File: config.mk
export PLATFORM = sky130hd
export DESIGN_NAME = swm_cell
export DESIGN_NICKNAME = d
export VERILOG_FILES = /design/src/sv/swm_pkg.sv /design/src/sv/swm_cell.sv
export SDC_FILE = /design/constraint.sdc
export NUM_CORES = 1
export LEC_CHECK = 0
export BUFFER_PORTS_ARGS = -buffer_cell sky130_fd_sc_hd__buf_2
export CAP_MARGIN = 20
export CORE_ASPECT_RATIO = 0.9
export CORE_MARGIN = 2
export CORE_UTILIZATION = 43
export CTS_BUF_LIST = sky130_fd_sc_hd__clkbuf_4
export DETAILED_ROUTE_END_ITERATION = 10
export PLACE_DENSITY_LB_ADDON = 0.1
export SLEW_MARGIN = 5
export SYNTH_ARGS = -nofsm -noshare
export SYNTH_HDL_FRONTEND = slang
export SYNTH_SLANG_ARGS = --single-unit
File: constraint.sdc
create_clock -name clock -period 4.67 [get_ports clock]
set_input_delay 0.467 -clock clock [delete_from_list [all_inputs] [get_ports clock]]
set_output_delay 0.467 -clock clock [all_outputs]
set_load 0.05 [all_outputs]
File: src/sv/swm_pkg.sv
// ----------------------------------------------------------------------------
// swm_pkg : shared types and constants for the sliding window median
// Window depth, counter widths and the word carried between sorting cells.
// ----------------------------------------------------------------------------
package swm_pkg;

   localparam int WINDOW_MAX = 64;
   localparam int DATA_W     = 32;
   localparam int IDX_W      = $clog2(WINDOW_MAX);
   localparam int CNT_W      = 7;

   // one slot of the sorted row
   typedef struct packed {
      logic                     valid;
      logic signed [DATA_W-1:0] value;
   } swm_slot_type;

   // per-word control broadcast along the row
   typedef struct packed {
      logic                     shift;
      logic                     clear;
      logic                     evict;
      logic signed [DATA_W-1:0] sample;
      logic signed [DATA_W-1:0] oldest;
   } swm_ctrl_type;

endpackage

File: src/sv/swm_cell.sv
// ----------------------------------------------------------------------------
// swm_cell : one slot of the sorted sample row
// Removes the oldest sample and inserts the new one using only its
// neighbours, so the whole row re-sorts in the cycle the new sample arrives.
// ----------------------------------------------------------------------------
module swm_cell
   import swm_pkg::*;
(
   input  logic         clock,
   input  logic         reset,
   input  swm_ctrl_type ctrl,
   input  swm_slot_type right_slot,  // current slot of cell j+1
   input  swm_slot_type left_rem,    // cell j-1 after removal
   input  logic         left_big,    // left_rem sorts after the sample
   output swm_slot_type slot,
   output swm_slot_type rem,
   output logic         rem_big
);

   swm_slot_type slot_ff;
   swm_slot_type slot_in;
   logic         at_or_past;

   // slots at or right of the oldest sample close the gap from the right;
   // the oldest of equal values is the leftmost of them
   assign at_or_past = ctrl.evict && (!slot_ff.valid || (slot_ff.value >= ctrl.oldest));
   assign rem        = at_or_past ? right_slot : slot_ff;
   // equal values keep arrival order: the new word goes after them
   assign rem_big    = !rem.valid || (rem.value > ctrl.sample);

   always_comb begin
      slot_in = slot_ff;
      if (ctrl.clear) begin
         slot_in.valid = 1'b0;
      end else if (ctrl.shift) begin
         if (left_big) begin
            slot_in = left_rem;
         end else if (rem_big) begin
            slot_in.valid = 1'b1;
            slot_in.value = ctrl.sample;
         end else begin
            slot_in = rem;
         end
      end
   end

   always_ff @(posedge clock) begin
      if (reset) begin
         slot_ff.valid <= 1'b0;
      end else begin
         slot_ff.valid <= slot_in.valid;
      end
      slot_ff.value <= slot_in.value;
   end

   assign slot = slot_ff;

endmodule

Word-level counts from Yosys, hierarchy flattened
Index checks and enable logic that the tools add are counted.
- bits in registers: 33
- bits in latches: 0
- memory bits (writable): 0
- memory bits (read-only): 0
- input port bits: 136
- output and inout bits: 67
- logic and storage cells: 15
- memories: 0
- add/subtract/negate cells: 0
- multipliers: 0
- divide/modulo/power cells: 0
- magnitude comparators: 2
- equal/unequal tests: 0
- shift operators: 0
- muxes and demuxes: 3
- bitwise gates (word level): 1
- reductions and logical operators: 7
- operator list (kind ; number):
    $mux W33 ; 3
    $ge A32 B32 Y1 ; 1
    $gt A32 B32 Y1 ; 1
    $logic_not A1 Y1 ; 2
    $logic_or A1 B1 Y1 ; 2
    $reduce_and A2 Y1 ; 1
    $reduce_or A2 Y1 ; 1
    $logic_and A1 B1 Y1 ; 1
    $not A1 Y1 ; 1

Depth between registers and ports, before layout
- word-level depth: 8
- mapped depth: 23
- mapped depth without buffers: 19

Least setup slack after synthesis
Ideal clock, no wire load.
- path type: register to output
- from: register slot_ff (netlist bit slot[7])
- to: output rem_big
- arrival: 5.158 ns
- required time: 4.203 ns
- slack: -0.955 ns
- cell stages (with the launch flop): 22
- path buffers: 4
- cell sequence: edfxtp_1 -> ha_1 -> a21oi_2 -> o21ai_1 -> a221o_1 -> a2111oi_2 -> o2111ai_1 -> and3_1 -> buf_2 -> buf_2 -> mux2i_1 -> inv_1 -> ha_1 -> nand4_1 -> nor4_1 -> and3_1 -> a211oi_1 -> and3_1 -> nor3_1 -> or2_1 -> buf_6 -> buf_6
- RTL lines (what ; RTL line ; source):
    start, declared ; swm_cell.sv:20 ; swm_slot_type slot_ff;
    end, declared ; swm_cell.sv:17 ; output logic rem_big

Final worst setup path
- from: register slot_ff (netlist bit slot[27])
- to: output rem_big
- cells in the longest elaborated chain, start to end: 6
- elaborated cells between the ends (all ways): 7
- those cells by class: 2 x order compare; 1 x mux; 4 x reduce/logical
- RTL lines (what ; RTL line ; source):
    $ge A32 B32 Y1 ; swm_cell.sv:26 ; assign at_or_past = ctrl.evict && (!slot_ff.valid || (slot_ff.value >= ctrl.oldest));
    $logic_or A1 B1 Y1 ; swm_cell.sv:26 ;
    $logic_and A1 B1 Y1 ; swm_cell.sv:26 ;
    $mux W33 (*) ; swm_cell.sv:27 ; assign rem = at_or_past ? right_slot : slot_ff;
    $gt A32 B32 Y1 or $logic_not A1 Y1 (tied branches) ; swm_cell.sv:29 ; assign rem_big = !rem.valid || (rem.value > ctrl.sample);
    $logic_or A1 B1 Y1 (*) ; swm_cell.sv:29 ;
Mark *: on every way between the ends. The rest lies on a longest branch, timed or not.

==> flow_summary_export.csv <==
group,metric,value,unit
outcome,run_status,"complete, but fails checks",
outcome,violations,"negative setup slack",
route,routedWlPerCell,17.84,um
logic_synthesis,syn_inst,490,
global_route,grt_usage,30.64,%
route,route.detailed.drc,0,
critical_path,critPathLaunchType,"register",
logic_synthesis,synth_edf_count,32,
logic_synthesis,ys_seq_area_share,24.79,%
clock_tree,clock_latency,0.37,ns
logic_synthesis,synth_compound_area_share,19.77,%
logic_synthesis,synth_cell_types,44,
final_layout,antenna_cells,0,
logic_synthesis,syn_nets,690,
logic_synthesis,synth.area.mux_share,8.349,%
sta,relSlewSlack,25.37,%
route,vias,5068,
place,gp_congestion,0.8914,
floorplan,dieArea,0.009985,sq mm
sta,rsz0062_at_grt,"yes",
clock_tree,cts_tree,"built",
place,place_inst,892,
min_path,hp-class,"input port to register",
final_layout,instances_no_fill,927,
sta,final_max_slew_viol_count,0,
logic_synthesis,async_flop_share,0,%
logic_synthesis,synth_simple_gate_area_share,14.10,%
global_route,grt_pass1_wl,24060,um
final_layout,post-route-util,79.98,%
route,first_pass_iters,5,
clock_tree,cts_root_buf,"clkbuf_4",
route,vias_per_cell,5.467,
logic_synthesis,yosys.area.top_type_share,24.29,%
logic_synthesis,netlist.top_cell.by_area,"edfxtp_1",
final_layout,largest_register_ffs,33,
logic_synthesis,yosysWarnings,0,
power,power_density,204.6,mW/mm^2
sta,finalHoldViolCount,0,
critical_path,critPathKind,"register to output port",
global_route,gr-total-overflow,0,
clock_tree,cts_buffer_depth,2,
sta,min_period,5.409,ns
logic_synthesis,synth.area.top_cells,"edfxtp_1 (24%), ha_1 (20%), inv_1 (9.2%)",
critical_path,critPathMaxFanout,7,
logic_synthesis,synth_area,0.003956,sq mm
floorplan,start_util,43.75,%
critical_path,required,4.20,ns
logic_synthesis,synth_top_family_by_area,"adder cells",
logic_synthesis,yosys_most_used_dff,"edfxtp_1",
critical_path,crit_arrival,4.94,ns
final_layout,area_delta_synth_final,82.80,%
floorplan,die_h,95.00,um
clock_tree,clock-sinks,33,
clock_tree,cts_hold_buffers,0,
route,wirelength,16540,um
floorplan,io_pins,203,
floorplan,core,0.009042,sq mm
place,hpwl,11450,um
flow_run,maxCapViolations,0,
place,numPortBuffers,202,
logic_synthesis,yosys_register_bits,33,
final_layout,fin_nets,1004,
sta,min_period_over_period,115.8,%
route,first_iter_violations,233,
global_route,antenna_found_initial,0,
logic_synthesis,synth_area_per_cell,8.074,sq um
critical_path,endpoint_kind,"output port",
floorplan,die_x,105.1,um
route,ant_nets,0,
sta,layout_setup_ws,-0.7391,ns
sta,skew,0.02084,ns
logic_synthesis,synth-xor-area-share,0,%
global_route,grt_pass1_vias,4920,
global_route,grt_max_degree,55,
floorplan,rows,33,
logic_synthesis,synth_fa_ha_area_share,20.24,%
power,ir_drop,131.5,uV
power,p_leak,3.639,nW
clock_tree,path_clk_slew,0.14,ns
clock_tree,cts-htree-levels,2,
final_layout,drive_above_1_share,56.15,%
clock_tree,numCtsBuffers,5,
sta,final-setup-viol-count,33,
sta,tightest_slew,1.119,ns
sta,fmax,0.1849,GHz
==> worst max-delay path, stage by stage, from the launching register on <==
cell	delay [ns]
edfxtp_1	0.46
ha_4	0.30
nand4_1	0.20
nor4_2	0.32
nand2_1	0.15
o31a_1	0.27
or3b_4	0.23
and3_4	0.30
buf_12	0.18
mux2i_4	0.29
inv_4	0.06
ha_4	0.27
nand4_1	0.15
nor4_2	0.26
buf_4	0.19
o21a_1	0.21
a211oi_2	0.08
and3_4	0.20
nor3_4	0.13
or2_4	0.16
buf_8	0.14
==> layer usage <==
metal	GRT usage (%)	part of all wire, %
met1	39.47	42
met3	4.969	6.9
met5	0	0
met4	10.78	2.0
met2	52.44	50
==> timing repair <==
action / CTS / global route
hold endpoints to repair: 0 / 0
setup endpoints to repair: 33 / 33
cloned: 4 / 0
pin swaps: 13 / 13
resized for setup: 84 / 40
buffers inserted: 11 / 12
==> cell families after synthesis <==
logic type	count (synthesis)
adders and majority gates	64
muxes	33
AOI/OAI and AO/OA	115
and+or+nand+nor	122
buffers and inverters	123
DFF	33
==> cell usage after synthesis, types with 4 or more instances <==
| cell type | count |
|---|---|
| ha_1 | 64 |
| nor2b_1 | 4 |
| clkbuf_1 | 17 |
| nand4_1 | 11 |
| o21ai_0 | 37 |
| a21oi_1 | 21 |
| nand2_1 | 47 |
| inv_1 | 97 |
| buf_2 | 4 |
| o311ai_1 | 31 |
| a211oi_1 | 4 |
| nor3_1 | 5 |
| and3_1 | 4 |
| nand3_1 | 6 |
| nor2_1 | 36 |
| edfxtp_1 | 32 |
| mux2i_1 | 33 |
| buf_6 | 5 |
==> power breakdown <==
| part | internal [mW] | switching (mW) |
|---|---|---|
| Combinational | 0.391 | 0.537 |
| Sequential | 0.350 | 0.0113 |
| Clock | 0.0634 | 0.127 |
==> cell type report <==
| type | count | area (sq um) |
|---|---|---|
| Clock buffer | 6 | 45.04 |
| Clock inverter | 2 | 10.01 |
| Fill cell | 603 | 1810 |
| Inverter | 97 | 396.6 |
| Multi-Input combinational cell | 334 | 3476 |
| Sequential cell | 33 | 980.9 |
| Tap cell | 122 | 152.6 |
| Timing Repair Buffer | 333 | 2171 |
==> through the flow <==
step | TNS, ns | hold WS (ns) | setup WS (ns) | power (mW) | cell area (sq um)
6_report | -19.72 | 0.2363 | -0.7391 | 1.480 | 7232
5_1_grt | -23.22 | 0.2503 | -0.8368 | 1.545 | 7232
4_1_cts | -16.72 | 0.2376 | -0.6577 | 1.395 | 6830
3_5_place_dp | -22.55 | 0.6239 | -0.7457 | 1.094 | 6070
3_3_place_gp | -18.68 | 0.6127 | -0.6483 | 1.080 | 6070
2_1_floorplan | -8.116 | 0.5438 | -0.3624 | 0.8226 | 4280
==> final timing paths <==
path / from / endpoint / slack (ns) / cells after the start
worst min-delay path: reset / slot[32] / 0.24 / 2
worst max-delay path: slot[27] / rem_big / -0.74 / 20
worst max register to register: slot[27] / slot[27] / -0.69 / 23
worst min register to register: slot[32] / slot[32] / 0.67 / 2
==> placed cells by master, fill, tap and decap left out, types with 18 or more instances in the layout <==
master and count:
buf_2 201, o21ai_0 32, a21oi_1 18, edfxtp_1 32, nand2_1 47, o311ai_4 25
buf_4 119, nor2_1 35, ha_1 49, inv_1 74
No activity file was read; power rests on OpenSTA's default activity.
